<file path="config.mk">
export PLATFORM = sky130hd
export DESIGN_NAME = swm_obuf
export DESIGN_NICKNAME = d
export VERILOG_FILES = /design/src/rtl/swm_obuf.sv
export SDC_FILE = /design/constraint.sdc
export NUM_CORES = 1
export LEC_CHECK = 0
export ABC_AREA = 1
export BUFFER_PORTS_ARGS = -buffer_cell sky130_fd_sc_hd__buf_2
export CORE_MARGIN = 8
export CORE_UTILIZATION = 56
export DETAILED_ROUTE_END_ITERATION = 10
export PLACE_DENSITY_LB_ADDON = 0.25
export SKIP_LAST_GASP = 1
export SLEW_MARGIN = 20
export SYNTH_ARGS = -nofsm -noshare
export SYNTH_HDL_FRONTEND = slang
export SYNTH_SLANG_ARGS = --single-unit
</file>
<file path="constraint.sdc">
create_clock -name clock -period 11.1 [get_ports clock]
set_clock_uncertainty 0.15 [all_clocks]
set_input_delay 1.11 -clock clock [delete_from_list [all_inputs] [get_ports clock]]
set_output_delay 1.11 -clock clock [all_outputs]
set_load 0.02 [all_outputs]
</file>
<file path="src/rtl/swm_obuf.sv">
// Two-entry result queue that decouples the filter from the result channel.
// No package dependencies.
module swm_obuf #(
   parameter int WIDTH = 32
) (
   input  logic             clock,
   input  logic             reset,
   input  logic             push,
   input  logic [WIDTH-1:0] push_data,
   output logic             push_ready,
   output logic             out_valid,
   input  logic             out_ready,
   output logic [WIDTH-1:0] out_data
);

   logic [1:0]       cnt_ff, cnt_in;
   logic [WIDTH-1:0] d0_ff, d0_in, d1_ff, d1_in;
   logic             pop;

   always_comb begin
      pop    = (cnt_ff != 2'd0) && out_ready;
      cnt_in = cnt_ff;
      d0_in  = d0_ff;
      d1_in  = d1_ff;
      case ({push, pop})
         2'b10: begin
            cnt_in = cnt_ff + 2'd1;
            if (cnt_ff == 2'd0) begin
               d0_in = push_data;
            end else begin
               d1_in = push_data;
            end
         end
         2'b01: begin
            cnt_in = cnt_ff - 2'd1;
            d0_in  = d1_ff;
         end
         2'b11: begin
            if (cnt_ff == 2'd1) begin
               d0_in = push_data;
            end else begin
               d0_in = d1_ff;
               d1_in = push_data;
            end
         end
         default: begin
         end
      endcase
   end

   always_ff @(posedge clock) begin
      if (reset) begin
         cnt_ff <= 2'd0;
      end else begin
         cnt_ff <= cnt_in;
      end
      d0_ff <= d0_in;
      d1_ff <= d1_in;
   end

   assign push_ready = (cnt_ff != 2'd2);
   assign out_valid  = (cnt_ff != 2'd0);
   assign out_data   = d0_ff;

endmodule

</file>
Word level (Yosys, flattened, before mapping)
Index checks and enable logic that the tools add are counted.
{"block": "totals", "regBits": 66, "inputBits": 36, "out_inout_bits": 34, "wordCells": 28}
{"block": "op_classes", "add_sub_neg": 2, "eq_ne": 8, "mux": 7, "n_reduce_logical": 8}
{"operator": "$mux 32", "count": 4}
{"operator": "$pmux 32 s3", "count": 1}
{"operator": "$pmux 32 s2", "count": 1}
{"operator": "$ne 2x2->1 const B", "count": 4}
{"operator": "$reduce_bool 2->1", "count": 3}
{"operator": "$eq 2x1->1 const B", "count": 2}
{"operator": "$eq 2x2->1 const B", "count": 2}
{"operator": "$pmux 2 s2", "count": 1}
{"operator": "$reduce_and 3->1", "count": 1}
{"operator": "$reduce_bool 3->1", "count": 1}
{"operator": "$add 2x1->2 const B", "count": 1}
{"operator": "$logic_not 2->1", "count": 1}
{"operator": "$reduce_and 2->1", "count": 1}
{"operator": "$sub 2x1->2 const B", "count": 1}
{"operator": "$logic_and 1x1->1", "count": 1}

Logic depth before layout (Yosys ltp)
{"block": "depth", "word_depth": 5, "depth_mapped": 11, "depth_no_buf": 11}

Least setup slack after synthesis
Ideal clock, no wire load.
{"block": "synth_path", "path_type": "input to register", "startpoint": "input port out_ready", "endpoint": "register d1_ff[0], enable pin", "setup_ns": 0.470, "arrival_time_ns": 3.966, "required_time_ns": 10.480, "setup_slack_ns": 6.513, "path_stages": 6, "n_path_buf": 0, "path_cell_list": "nand2_1 > inv_1 > ha_1 > inv_2 > nand2_1 > a21boi_0"}
{"block": "synth_between", "elab_chain_cells": 4, "elab_cells_between_ends": 7, "classes_between": "eq/ne: 4; reduce/logical: 3"}
{"element": "start: declaration", "line_no": "12", "source": "input logic out_ready,"}
{"element": "$logic_and 1x1->1 (*)", "line_no": "21", "source": "pop = (cnt_ff != 2'd0) && out_ready;"}
{"element": "$eq 2x2->1", "line_no": "25", "source": "case ({push, pop})"}
{"element": "$ne 2x2->1 (no line) or $reduce_bool 2->1 (tied branches)"}
{"element": "$reduce_and 3->1 (no line) (*)"}
{"element": "end signal: assignment", "line_no": "58", "source": "d1_ff <= d1_in;"}
{"element": "end: declaration", "line_no": "17", "source": "logic [WIDTH-1:0] d0_ff, d0_in, d1_ff, d1_in;"}
Every way passes the cells marked *; elsewhere a longest branch is shown, timed or not.
A chain may end at the register's enable or synchronous reset.

Worst setup path in the final report
{"block": "layout_path", "startpoint": "register cnt_ff[0]", "endpoint": "register d1_ff[25], enable pin"}
{"block": "layout_between", "elab_chain_cells": 5, "elab_cells_between_ends": 10, "classes_between": "eq/ne: 5; reduce/logical: 5"}
{"element": "start: declaration", "line_no": "16", "source": "logic [1:0] cnt_ff, cnt_in;"}
{"element": "start signal: assignment", "line_no": "55", "source": "cnt_ff <= cnt_in;"}
{"element": "$reduce_bool 2->1", "line_no": "21"}
{"element": "$logic_and 1x1->1", "line_no": "21"}
{"element": "$eq 2x2->1", "line_no": "25"}
{"element": "$ne 2x2->1 (no line) or $reduce_bool 2->1 (tied branches)"}
{"element": "$reduce_and 3->1 (no line) (*)"}
Marked as above.

==> results.ini <==
[outcome]
status=completed

[setup_path]
cp_cell_sequence=inv_1, ha_1, inv_1, nand2_1, inv_1, ha_1, nand2_2, a21boi_4
crit_slowest_cell=a21boi_4
crit_type=flip-flop to flip-flop
path_max_fanout=34
r2r_setup_slack_ns=7.88
critPathCapture=d1_ff[25]
path_depth=8
r2r-start=cnt_ff[0]
critPathLaunch=cnt_ff[0]
crit_required_ns=10.90
reg2reg_depth=8
critPathBufInv=3
endpoint_kind=flip-flop
start_kind=flip-flop
critPathTopFamily=compound AO/OA/AOI/OAI gates
cp_data_arrival_time_ns=3.02
regToRegEndpoint=d1_ff[25]
crit_top_cell=inv_1
slowest_delay_ns=0.96

[placed_design]
globalplace.congestion=0.761
dp.cells=324
dp_hpwl_um=3280
port_buffers=69

[flow_run]
drv_cap=0

[clocking]
post_cts_resize_count=0
clockBufferDepth=2
clk-insertion-delay-late_ns=0.33
cts-root-buf=clkbuf_8
post-cts-setup-buffer-count=0
cts.sinks=66
ctsHoldBuffers=0
cts_tree=built
clkTransAtPathRegs_ns=0.06
numCtsBuffers=9
htree_levels=3

[layout]
fin_util=0.688
n_antenna_cell=0
multi_input_area_um2=612
register_area_um2=1960
final_cell_mix=nand2_1 (73), buf_2 (69), edfxtp_1 (64), nand3_1 (33), inv_1 (11)
drive_gt1_frac=0.302
layoutNonFillerInstCount=339
fin_nets=325
syn2layout_area_growth_pct=20.1
nFillCells=327
layout_commonest_cell=nand2_1

[routing]
drt-pass1-iter-count=4
routedWlPerCell_um=14.5
drc=0
vias_per_cell=5.04
drt-total-wl_um=4930
drtIter0Drc=138
num_vias=1707
ant_nets=0

[global_routing]
grt_overflow=0
grt_pass1_wl_um=8020
grt_max_degree=35
met2_usage=0.220
busiest_layer=met2
use_met3=0.0676
grt_pass1_vias=1714
use_met1=0.166
track_usage=0.146
antenna_found_initial=0

[synthesis]
synthDistinctLibCells=16
ys_ff_latch=66
yosys_warnings=0
netlist_area_um2=2670
syn_nets=254
postSynthAreaPerCell_um2=12.7
ys_seq_area_frac=0.734
synthesis.instances=210

[min_path]
hold_class=flip-flop to flip-flop
holdPathStages=2

[die]
rows=25
die_area_um2=7240
num_io_pins=70
die_h_um=85.1
start_util=0.573
die_w_um=85.1
core_area_um2=4660

[timing]
fin_crit_sh=0.290
worstMarginPinSlew_ns=1.01
slew_headroom=0.324
min_period_ns=3.22
maxSlewViolCount=0
whs_ns=0.352
hold_viol=0
rsz0062_at_grt=false
tns_ns=0
clock.fmax_mhz=311
setup-violations-final=0

[power]
vdd_drop_max_mv=0.175
power_density_nw_per_um2=227
p_leak_nw=1.42

## final cells by class
class / instances / share of cell area
multi-input combinational: 122 / 0.191
clock inverter: 6 / 0.0152
inverter: 13 / 0.0152
sequential: 66 / 0.612
tap: 54 / 0.0211
timing repair buffer: 69 / 0.108
clock buffer: 9 / 0.0386
## cells in the mapped netlist
cell type	number	area [um2]
inv_2	2	7.51
ha_1	8	100
nand2_2	2	12.5
nand2_4	1	11.3
buf_6	3	33.8
nand3_1	33	165
dfxtp_1	2	40.0
nor2_1	1	3.75
nand2_1	73	274
o21ai_0	1	5.00
edfxtp_1	64	1920
a21oi_1	2	10.0
buf_2	3	15.0
buf_4	3	22.5
a21boi_0	1	7.51
inv_1	11	41.3
## power by group
| group | total (W) | switching, W | internal, W |
|---|---|---|---|
| logic | 0.000183 | 0.000131 | 0.0000518 |
| registers | 0.000365 | 0.0000128 | 0.000352 |
| clock network | 0.000180 | 0.0000814 | 0.0000985 |
| total | 0.000727 | 0.000225 | 0.000502 |
## how the worst min path moves through the flow
stage	start	to	slack, ns
after floorplan	cnt_ff[0]	cnt_ff[0]	0.31
after global placement	cnt_ff[0]	cnt_ff[0]	0.33
after detailed placement	cnt_ff[0]	cnt_ff[0]	0.34
after CTS	cnt_ff[0]	cnt_ff[0]	0.35
after global routing	d1_ff[7]	out_data[7]	0.38
final	cnt_ff[0]	cnt_ff[0]	0.35
## cells by family after synthesis
kind of cell	Yosys count	share of synthesized area
AND/OR/NAND/NOR	110	0.175
flip-flops	66	0.734
AO/OA/AOI/OAI	4	0.00843
adder cells (fa/ha/maj)	8	0.0375
buffers and inverters	22	0.0450
## worst min-delay path, cell delays in order, from the launching register on
cell and delay [ns]:
dfxtp_1 0.34, nand2_1 0.07, a21oi_1 0.05
## registers in the layout, indices dropped and copies added (netlist names)
| signal | count |
|---|---|
| cnt_ff | 2 |
| d1_ff | 32 |
| out_data | 32 |
## metrics by stage
| step | instance area [um2] | power (W) | setup WS, ns |
|---|---|---|---|
| floorplan | 2670 | 0.000501 | 6.51 |
| global placement | 3040 | 0.000551 | 7.54 |
| detailed placement | 3040 | 0.000555 | 7.47 |
| CTS | 3210 | 0.000734 | 7.81 |
| global route | 3210 | 0.000768 | 7.62 |
| finish | 3210 | 0.000727 | 7.88 |
## layer usage
| layer | vias up | share of wire |
|---|---|---|
| li1 | 857 | - |
| met3 | 8 | 0.090 |
| met5 | - | 0 |
| met2 | 63 | 0.48 |
| met4 | 0 | 0.015 |
| met1 | 779 | 0.41 |
No activity file was read; power rests on OpenSTA's default activity.
