<file path="src/rtl/swm_pkg.sv">
// Shared constants and types for the sliding window maximum filter.
// No dependencies; used by every module of the block but swm_obuf.
package swm_pkg;

   // Default sizing of the block.
   localparam int WINDOW_MAX_DEF   = 64;
   localparam int SAMPLE_WIDTH_DEF = 32;

   // Configuration register file.
   localparam int              WSIZE_W     = 7;
   localparam logic [WSIZE_W-1:0] WSIZE_RESET = 7'd1;
   localparam int              CSR_ADDR_W  = 3;
   localparam int              CSR_DATA_W  = 32;
   // Register index, taken from the word address bits of paddr.
   localparam logic [CSR_ADDR_W-3:0] REG_WINDOW_SIZE = '0;

   // Per-cycle control broadcast to every cell of the candidate chain.
   typedef struct packed {
      logic load;    // a request is taken this cycle
      logic shift;   // head candidate expired: every cell takes its upper neighbor
      logic clear;   // restart: drop all candidates before taking the sample
   } swm_ctrl_type;

endpackage

</file>
<file path="src/rtl/swm_cell.sv">
// One cell of the candidate chain: holds one queue entry (value, position, valid).
// Depends on swm_pkg for the control struct.
module swm_cell #(
   parameter int SAMPLE_WIDTH = swm_pkg::SAMPLE_WIDTH_DEF,
   parameter int POS_W        = 7,
   parameter int POS_MOD      = 128,
   parameter int K_W          = 7
) (
   input  logic                           clock,
   input  logic                           reset,
   input  swm_pkg::swm_ctrl_type          ctrl,
   input  logic signed [SAMPLE_WIDTH-1:0] sample,
   input  logic        [POS_W-1:0]        load_pos,
   input  logic        [POS_W-1:0]        cur_pos,
   input  logic        [K_W-1:0]          win_len,
   input  logic                           up_valid,
   input  logic signed [SAMPLE_WIDTH-1:0] up_value,
   input  logic        [POS_W-1:0]        up_pos,
   input  logic                           dn_keep,
   output logic                           valid,
   output logic signed [SAMPLE_WIDTH-1:0] value,
   output logic        [POS_W-1:0]        pos,
   output logic                           keep,
   output logic                           expired
);

   localparam int CMP_W = (K_W > POS_W + 1) ? K_W : POS_W + 1;
   localparam logic [POS_W:0] MOD_L = (POS_W + 1)'(POS_MOD);

   logic                           valid_ff, valid_in;
   logic signed [SAMPLE_WIDTH-1:0] value_ff, value_in;
   logic        [POS_W-1:0]        pos_ff, pos_in;
   logic                           src_valid;
   logic signed [SAMPLE_WIDTH-1:0] src_value;
   logic        [POS_W-1:0]        src_pos;
   logic        [POS_W:0]          age;

   always_comb begin
      src_valid = ctrl.shift ? up_valid : valid_ff;
      src_value = ctrl.shift ? up_value : value_ff;
      src_pos   = ctrl.shift ? up_pos   : pos_ff;

      // Survive the new sample only if strictly greater.
      keep = src_valid && !ctrl.clear && (src_value > sample);

      if (cur_pos >= pos_ff) begin
         age = {1'b0, cur_pos} - {1'b0, pos_ff};
      end else begin
         age = {1'b0, cur_pos} + MOD_L - {1'b0, pos_ff};
      end
      expired = valid_ff && (CMP_W'(age) >= CMP_W'(win_len));

      valid_in = valid_ff;
      value_in = value_ff;
      pos_in   = pos_ff;
      if (ctrl.load) begin
         // First cell past the kept prefix takes the new sample.
         valid_in = keep || dn_keep;
         value_in = keep ? src_value : sample;
         pos_in   = keep ? src_pos   : load_pos;
      end else if (ctrl.shift) begin
         valid_in = src_valid;
         value_in = src_value;
         pos_in   = src_pos;
      end
   end

   always_ff @(posedge clock) begin
      if (reset) begin
         valid_ff <= 1'b0;
      end else begin
         valid_ff <= valid_in;
      end
      value_ff <= value_in;
      pos_ff   <= pos_in;
   end

   assign valid = valid_ff;
   assign value = value_ff;
   assign pos   = pos_ff;

endmodule

</file>
<file path="config.mk">
export PLATFORM = sky130hd
export DESIGN_NAME = swm_cell
export DESIGN_NICKNAME = d
export VERILOG_FILES = /design/src/rtl/swm_pkg.sv /design/src/rtl/swm_cell.sv
export SDC_FILE = /design/constraint.sdc
export NUM_CORES = 1
export LEC_CHECK = 0
export ABC_AREA = 1
export CELL_PAD_IN_SITES_DETAIL_PLACEMENT = 0
export CELL_PAD_IN_SITES_GLOBAL_PLACEMENT = 1
export CORE_UTILIZATION = 40
export DETAILED_ROUTE_END_ITERATION = 6
export DONT_BUFFER_PORTS = 1
export GPL_TIMING_DRIVEN = 0
export PLACE_DENSITY_LB_ADDON = 0.05
export SLEW_MARGIN = 20
export SYNTH_ARGS = -nofsm -noshare
export SYNTH_HDL_FRONTEND = slang
export SYNTH_SLANG_ARGS = --single-unit
</file>
<file path="constraint.sdc">
create_clock -name clock -period 4.8 [get_ports clock]
set_input_delay 0.48 -clock clock [delete_from_list [all_inputs] [get_ports clock]]
set_output_delay 0.48 -clock clock [all_outputs]
set_load 0.03 [all_outputs]
</file>
### After elaboration in Yosys (flattened, before gate mapping)

Index checks and enable logic that the tools add are counted.

| storage, ports and cells | value |
|---|---|
| flip-flop bits (word level) | 40 |
| output and inout bits | 42 |
| input bits | 99 |

| cells by class | value |
|---|---|
| $lt $le $gt $ge | 3 |
| multiplexer cells | 12 |
| add/sub/neg operators | 3 |
| reduce and logical (&&, ||, !) cells | 6 |

Operators with widths:

| cell | number |
|---|---|
| 2-to-1 mux 32 bit | 4 |
| > comparator 32 bit | 1 |
| 2-to-1 mux 7 bit | 4 |
| adder 7 x 8 -> 8 bit (second input constant) | 1 |
| greater-or-equal comparator 8 x 7 -> 1 bit | 1 |
| 2-to-1 mux 8 bit | 1 |
| subtractor 7 x 7 -> 8 bit | 1 |
| subtractor 8 x 7 -> 8 bit | 1 |
| greater-or-equal comparator 7 bit | 1 |
| logical AND 1 bit | 3 |
| 2-to-1 mux 1 bit | 3 |
| nonzero test 2 bit | 1 |
| logical NOT 1 bit | 1 |
| logical OR 1 bit | 1 |

### Depth between registers and ports, before layout

Gate-level depths: netlist (run 1).

| depth | value |
|---|---|
| depth in word-level cells | 5 |
| mapped depth | 20 |
| depth with buffers taken out | 16 |

### Least setup slack after synthesis (run 1)

No wires, ideal clock.

| timing | value |
|---|---|
| path kind | input port to output port |
| start | input port ctrl[1] (netlist bit) |
| end | output port keep |
| arrival | 2578 ps |
| stages on the path | 14 |
| path buffers | 2 |
| setup slack | 1742 ps |
| cells stage by stage | buf_2 buf_1 mux2_2 ha_1 nand2_1 nor2_1 nand2_1 nor2_2 nand2_1 nand4_1 nand2_1 nand3_1 nand3_2 inv_1 |

| between the ends | value |
|---|---|
| cells in the longest elaborated chain, start to end | 3 |

Ends and longest elaborated chain:

| item | line | source |
|---|---|---|
| from (decl) | swm_cell.sv:11 | `input swm_pkg::swm_ctrl_type ctrl,` |
| 2-to-1 mux 32 bit / 2-to-1 mux 1 bit (equally long branches) | swm_cell.sv:40, swm_cell.sv:39 |  |
| > comparator 32 bit / logical AND 1 bit (equally long branches) | swm_cell.sv:44 | `keep = src_valid && !ctrl.clear && (src_value > sample);` |
| logical AND 1 bit (*) | swm_cell.sv:44 |  |
| to (decl) | swm_cell.sv:23 | `output logic keep,` |

Mark *: on every way between the ends. The rest lies on a longest branch, timed or not.

### Final worst setup path (run 1)

Same ends and word-level chain as after synthesis.

==> impl_results.md, run 1 <==
* Via density at 5.13
* RSZ-0062 raised after global routing: no
* Final setup fails at 0
* Crit path DAT at 3.06 ns
* Worst path max stage delay at 0.50 ns
* Vias in the first global route at 2617
* Post-CTS setup repair buffer count at 0
* CP delay by family, top: buffers and inverters
* Ys async rst share at 0
* Hold Path Class: primary input to register
* Fin. max-slew vios at 0
* Layout cells sized above 1 at 0.160
* CTS Hold Buffers Added at 0
* Worst-path fanout max at 10
* Die Ht at 95.7 um
* Max_cap viols at 0
* Share of the synthesized area in the top cell type at 0.334
* Cell Rows at 33
* Worst VDD drop at 0.119 mV
* Top cells by count, synth: 86 x nand2_1, 69 x inv_1, 46 x ha_1
* Post-CTS sizing at 0
* Cell taking the most area after synthesis: edfxtp_1
* Pre-antenna DRT Iters at 4
* Register area share after synthesis at 0.339
* #FFs+latches synth at 40
* Grt ovf at 0
* Crit end category: primary output
* Antenna-violating nets left at 0
* Most used DFF post-synth: edfxtp_1
* CP startpoint kind: primary input
* Die Area at 9160 sq um
* Largest cells by area after synthesis: edfxtp_1 33%, ha_1 16%, mux2_2 10%
* Largest net degree at the start of global routing at 40
* Fillers at 875
* Avg Inst Size Synth at 8.54 sq um
* Clock sink count at 40
* Core Box Area at 8340 sq um
* Crit-path slowest cell: buf_1
* Final hold violation count at 0
* Die W at 95.7 um
* Nets at 564
* Final weighted congestion in routability-driven placement at 0.731
* Max Root-Sink Buffers at 2
* Lkg Pwr at 1.81 nW
* Synth Warn # at 0
* Most common cell in the synthesized netlist: nand2_1
* Iter 0 DRT Violations at 51
* Initial antenna violation count at 0
* Normalized max-slew margin at 0.319
* Fin crit period at 3.54 ns
* Total Routing Usage GR at 0.180
* Io pins at 141
* Cell Chain, Critical Path: buf_2, buf_1, mux2_2, ha_1, nand2_1, nor2_1, nand2_1, nor2_2, nand2_1, nand4_1, nand2_1, nand3_1, nand3_2, inv_1
* Cell variety after synth at 36
* H-tree depth at 2
* Worst Path Class, Setup: primary input to primary output
* Port bufs at 0
* First-pass GRT wire length at 12400 um
* Wirelength per Cell at 15.4 um
* Layout Skew at 0.0199 ns
* Clk_lat worst skew at 0.30 ns
* Worst Path Required at 4.32 ns
* Crit share post-route at 0.737
* Post-synth EDFFs at 39
* CTS clock-pin slew for the worst setup and hold paths at 0.08 ns
* Placed insts at 516
* Max frequency at 0.283 GHz
* Most common cell on crit path: nand2_1
* P&R area growth vs syn at 6.13%
* Layout Cells excl Fill at 524
* Root buf cell: clkbuf_8
* Hpwl dp at 6330 um
* CTS buffer count at 5
* Least-Margin Pin Slew at 1.02 ns
* Mapped Nets at 557
* CTS tree: done
* Status: complete, no violations
* DR DRC count at 0
* Via Count at 2687
* Initial Util at 0.421
* Crit path buffers/inverters at 3
* Setup TNS at 0 ns
* Post-Syn Area at 3510 sq um
* DRT Wirelength at 8090 um
* Pwr dens at 303 nW/um^2
* Post-Syn Instances at 411
-- metrics by stage --
| step | total power, W | hold WS (ns) | worst slack [ns] | area (sq um) | util |
|---|---|---|---|---|---|
| floorplan | 0.000836 | 0.549 | 1.74 | 3510 | - |
| global placement | 0.000908 | 0.551 | 1.18 | 3640 | 0.437 |
| detailed placement | 0.000914 | 0.553 | 1.13 | 3640 | 0.437 |
| CTS | 0.00115 | 0.228 | 1.17 | 3720 | 0.446 |
| global route | 0.00122 | 0.238 | 0.921 | 3720 | 0.446 |
| finish | 0.00113 | 0.244 | 1.26 | 3730 | 0.447 |
-- area by class of cell --
type | count | area (sq um) | share of cell area
plain buffers | 13 | 80.1 | 0.0215
well taps | 105 | 131 | 0.0353
clock buffers | 5 | 68.8 | 0.0185
inverters | 70 | 263 | 0.0705
flip-flops and latches | 40 | 1190 | 0.320
multi-input cells | 288 | 1980 | 0.531
clock inverters | 2 | 12.5 | 0.00336
diodes | 1 | 2.50 | 0.000672
-- kinds of logic (layout without fill, tap and decap cells) --
kind of cell             Yosys count  count (layout)  synth area share
AO/OA/AOI/OAI                     75              75             0.125
XOR/XNOR                           5               5            0.0125
adder cells (fa/ha/maj)           47              47             0.170
buffers and inverters             83              90            0.0976
flip-flops                        40              40             0.339
multiplexers                      34              34             0.108
other                              0               1                 0
AND/OR/NAND/NOR                  127             127             0.147
-- sequential cells by signal, summed over array words and instances (netlist names) --
signal  flops
valid       1
pos         7
value      32
-- layer usage --
layer	track usage	wire (um)	vias up
li1	-	-	1381
met1	0.220	3470	1206
met2	0.303	3870	94
met3	0.0550	655	6
met4	0.0535	94	0
met5	0	0	-
-- power by group --
group          total, W  internal (W)  switching (W)
clock network  0.000230     0.0000989       0.000131
logic          0.000344      0.000147       0.000197
registers      0.000557      0.000443       0.000114
total           0.00113      0.000689       0.000442
-- worst paths after layout --
| check | from | endpoint | slack (ns) | depth (start not counted) |
|---|---|---|---|---|
| worst max-delay path | ctrl[1] | keep | 1.26 | 14 |
| worst min-delay path | reset | valid | 0.24 | 1 |
| worst max register to register | value[31] | pos[3] | 1.96 | 14 |
| worst min register to register | valid | valid | 0.91 | 3 |
-- cells in the final DEF (no fill, tap or decap), types with 5 or more instances in the layout --
master and instances:
nand2_1 86, inv_1 69, ha_1 46, edfxtp_1 39, mux2_2 32, o21ai_0 30, nor2_1 26, a21oi_1 22
a21oi_2 9, buf_2 6, clkbuf_8 5
-- worst register-to-register path: cells and delay by family, from the launching register on --
| kind | cells | cell delay (ns) |
|---|---|---|
| simple gates | 8 | 0.89 |
| flops | 1 | 0.57 |
| buf+inv | 3 | 0.38 |
| mux | 1 | 0.35 |
| fa+ha+maj | 1 | 0.34 |
| compound gates | 1 | 0.07 |
Note: power is estimated with default switching activity, not from simulation.
==> run 2: changes to the inputs <==
clock period = 3.2 ns   (was 4.8 ns; I/O delays follow)
==> impl_results.md, run 2 (synthesis results as in run 1) <==
* Clock sink count at 40
* Die Area at 9160 sq um
* Commonest non-fill, non-tap cell in the layout: nand2_1
* Die W at 95.7 um
* Max_cap viols at 0
* Die Ht at 95.7 um
* CTS tree: done
* Via density at 5.10
* Crit share post-route at 0.945
* Most frequent cells in the layout: 85 x nand2_1, 64 x inv_1, 41 x ha_1
* Fin crit period at 3.02 ns
* Layout cells sized above 1 at 0.215
* H-tree depth at 2
* Via Count at 2680
* DR DRC count at 0
* Hpwl dp at 6330 um
* Normalized max-slew margin at 0.320
* Lkg Pwr at 1.82 nW
* Pwr dens at 455 nW/um^2
* Antenna-violating nets left at 0
* Max frequency at 0.331 GHz
* Core Util, Final at 0.460
* Clk_lat worst skew at 0.30 ns
* Hold Path Class: primary input to register
* Wirelength per Cell at 15.5 um
* Initial antenna violation count at 0
* Crit path DAT at 2.70 ns
* Cell Rows at 33
* Worst-path fanout max at 4
* Nets at 565
* Final hold violation count at 0
* Layout Skew at 0.0196 ns
* Fin. max-slew vios at 0
* R2R depth at 14
* Max FFs per register at 32
* Largest net degree at the start of global routing at 40
* Port bufs at 0
* Max Root-Sink Buffers at 2
* CP startpoint kind: register
* Grt ovf at 0
* Iter 0 DRT Violations at 52
* Final setup fails at 0
* Least-Margin Pin Slew at 1.02 ns
* Initial Util at 0.421
* FF-to-FF setup slack at 0.32 ns
* Final weighted congestion in routability-driven placement at 0.731
* CTS buffer count at 5
* Worst VDD drop at 0.176 mV
* Final worst slack at 0.176 ns
* Core Box Area at 8340 sq um
* Worst Path Class, Setup: register to primary output
* Count of cells along the worst hold path at 1
* RSZ-0062 raised after global routing: yes
* Vias in the first global route at 2617
* Io pins at 141
* Total Routing Usage GR at 0.180
* CTS clock-pin slew for the worst setup and hold paths at 0.09 ns
* DRT Wirelength at 8130 um
* Crit end category: primary output
* Pre-CTS setup slack at -0.306 ns
* P&R area growth vs syn at 9.23%
* Pre-antenna DRT Iters at 4
* Worst Path Required at 2.88 ns
* First-pass GRT wire length at 12400 um
* Root buf cell: clkbuf_8
* Status: complete, no violations
==> run 2: layout make-up <==
| class | count | area (sq um) |
|---|---|---|
| buffer | 13 | 90.1 |
| tap | 105 | 131 |
| fill | 861 | 4510 |
| clock inverter | 2 | 12.5 |
| antenna | 1 | 2.50 |
| sequential | 40 | 1190 |
| inverter | 70 | 267 |
| multi-input combinational | 288 | 2060 |
| timing repair buffer | 1 | 7.51 |
| clock buffer | 5 | 68.8 |
==> run 2: path summary, 6_finish.rpt <==
kind | start | to
max | pos[2] | expired
min | reset | valid
max reg2reg | value[31] | pos[3]
min reg2reg | valid | valid
==> run 2: what timing repair did <==
item,4_1_cts,5_1_grt
resized for setup,6,25
buffers inserted,0,1
hold buffers,0,0
pin swaps,0,8
endpoints found under the setup margin,3,5
gates cloned,0,0
==> run 2: stage by stage <==
stage	hold WS [ns]	std cells	total power, W	TNS (ns)	area [sq um]
3_5_place_dp	0.393	516	0.00137	-10.34	3640
5_1_grt	0.0778	524	0.00189	-0.00839	3830
4_1_cts	0.0684	523	0.00173	0	3740
2_1_floorplan	0.389	411	0.00125	0	3510
6_report	0.0843	525	0.00175	0	3830
3_3_place_gp	0.391	516	0.00136	-8.44	3640
==> run 2: where the power goes <==
group | switching (W) | internal [W] | leakage, nW
Sequential | 0.000172 | 0.000664 | 0.411
Combinational | 0.000315 | 0.000251 | 1.36
Clock | 0.000195 | 0.000148 | 0.0400
Total | 0.000682 | 0.00106 | 1.82
==> run 2: worst max-delay path: stages, from the launching register on <==
cell	delay [ns]
edfxtp_1	0.55
inv_2	0.15
ha_4	0.22
a21oi_2	0.13
nand2_2	0.08
a21oi_2	0.15
o21bai_2	0.10
xnor2_1	0.17
inv_1	0.09
ha_4	0.22
a21o_1	0.18
a21oi_2	0.12
nand3_1	0.08
nand2_1	0.07
inv_2	0.09
==> run 2: per-layer routing <==
metal / wire length (um) / share of wire / up-vias / GRT usage
li1: - / - / 1386 / -
met1: 3490 / 0.43 / 1195 / 0.220
met2: 3900 / 0.48 / 93 / 0.303
met3: 639 / 0.079 / 6 / 0.0550
met4: 94 / 0.012 / 0 / 0.0535
met5: 0 / 0 / - / 0
==> run 3: changes to the inputs <==
clock period = 3.1 ns   (was 3.2 ns; I/O delays follow)
==> impl_results.md, run 3 (synthesis results as in run 1) <==
* Status: complete, no violations
* Worst-path fanout max at 4
* Hold Path Class: primary input to register
* Initial antenna violation count at 0
* Clk_lat worst skew at 0.30 ns
* Fin. max-slew vios at 0
* Fillers at 860
* Pre-CTS setup slack at -0.396 ns
* Layout cells sized above 1 at 0.220
* DRT Wirelength at 8120 um
* CTS Hold Buffers Added at 0
* Vias in the first global route at 2617
* Iter 0 DRT Violations at 55
* Final worst slack at 0.0944 ns
* CP startpoint kind: register
* Die W at 95.7 um
* Fin crit period at 3.01 ns
* Lkg Pwr at 1.82 nW
* Antenna-violating nets left at 0
* Worst Path Required at 2.79 ns
* Core Box Area at 8340 sq um
* Layout Cells excl Fill at 525
* Placed insts at 516
* Crit path DAT at 2.70 ns
* Max frequency at 0.333 GHz
* Max Root-Sink Buffers at 2
* Normalized max-slew margin at 0.321
* Via density at 5.11
* Most frequent cells in the layout: 85 x nand2_1, 64 x inv_1, 40 x ha_1
* CTS tree: done
* Io pins at 141
* Hpwl dp at 6330 um
* H-tree depth at 2
* Final hold violation count at 0
* Final weighted congestion in routability-driven placement at 0.731
* Die Ht at 95.7 um
* Initial Util at 0.421
* Die Area at 9160 sq um
* CTS clock-pin slew for the worst setup and hold paths at 0.09 ns
* Final setup fails at 0
* Layout Skew at 0.0194 ns
* Largest net degree at the start of global routing at 40
* P&R area growth vs syn at 9.73%
* Worst VDD drop at 0.181 mV
* Pre-antenna DRT Iters at 4
* CTS buffer count at 5
* RSZ-0062 raised after global routing: yes
* Max FFs per register at 32
* Crit end category: primary output
* Cell Rows at 33
* Root buf cell: clkbuf_8
* Crit share post-route at 0.970
* Port bufs at 0
* DR DRC count at 0
* Pwr dens at 469 nW/um^2
* Least-Margin Pin Slew at 1.02 ns
* Wirelength per Cell at 15.5 um
* Nets at 565
* Worst Path Class, Setup: register to primary output
* Total Routing Usage GR at 0.180
* Via Count at 2682
* Grt ovf at 0
* Clock sink count at 40
* Commonest non-fill, non-tap cell in the layout: nand2_1
* Register area at 1190 sq um
* First-pass GRT wire length at 12400 um
* Max_cap viols at 0
* Area of the multi-input gates at 2080 sq um
-- run 3: cell types whose count changed in the layout (fill, tap and decap cells not counted), sizes merged --
cell	before	now
clkbuf	8	9
buf	11	10
-- run 3: path summary, 6_finish.rpt --
kind / to / slack (ns) / cells past startpoint / from
worst max register to register: value[0] / 0.27 / 15 / value[15]
worst max-delay path: expired / 0.09 / 14 / pos[2]
worst min register to register: valid / 0.91 / 3 / valid
worst min-delay path: valid / 0.07 / 1 / reset
-- run 3: what timing repair did --
action                     in CTS  in global routing
buffers inserted                0                  1
gates resized for setup         8                 26
setup endpoints to repair      31                 37
pin swaps                       0                  7
-- run 3: worst max-delay path: stages, from the launching register on --
cell and delay (ns):
edfxtp_1 0.55, inv_2 0.15, ha_4 0.22, a21oi_2 0.13, nand2_2 0.08, a21oi_2 0.15, o21bai_2 0.09, xnor2_1 0.17
inv_1 0.09, ha_4 0.22, a21o_1 0.18, a21oi_2 0.12, nand3_1 0.08, nand2_1 0.08, inv_2 0.09
-- run 3: routing by layer --
metal  vias up  wire length [um]  global-route usage
met1      1196              3510               0.220
met5         -                 0                   0
li1       1387                 -                   -
met4         0                95              0.0535
met3         6               632              0.0550
met2        93              3880               0.303
-- run 3: through the flow --
step                hold WS, ns   util  setup TNS [ns]  instance area, sq um  power, W
floorplan                 0.379      -               0                  3510   0.00129
global placement          0.381  0.437          -12.03                  3640   0.00141
detailed placement        0.383  0.437          -13.93                  3640   0.00142
CTS                      0.0584  0.448         -0.0210                  3740   0.00179
global route             0.0678  0.462          -0.101                  3850   0.00196
finish                   0.0744  0.462               0                  3850   0.00181
-- run 3: power by group --
group | switching, W | internal [W]
clock network | 0.000201 | 0.000153
logic | 0.000327 | 0.000262
registers | 0.000178 | 0.000685
-- run 3: cell type report --
class                      instances  area share
inverter                          70      0.0692
timing repair buffer               1     0.00195
clock inverter                     2     0.00325
buffer                            13      0.0240
tap                              105      0.0341
antenna                            1    0.000650
multi-input combinational        288       0.540
sequential                        40       0.309
clock buffer                       5      0.0179
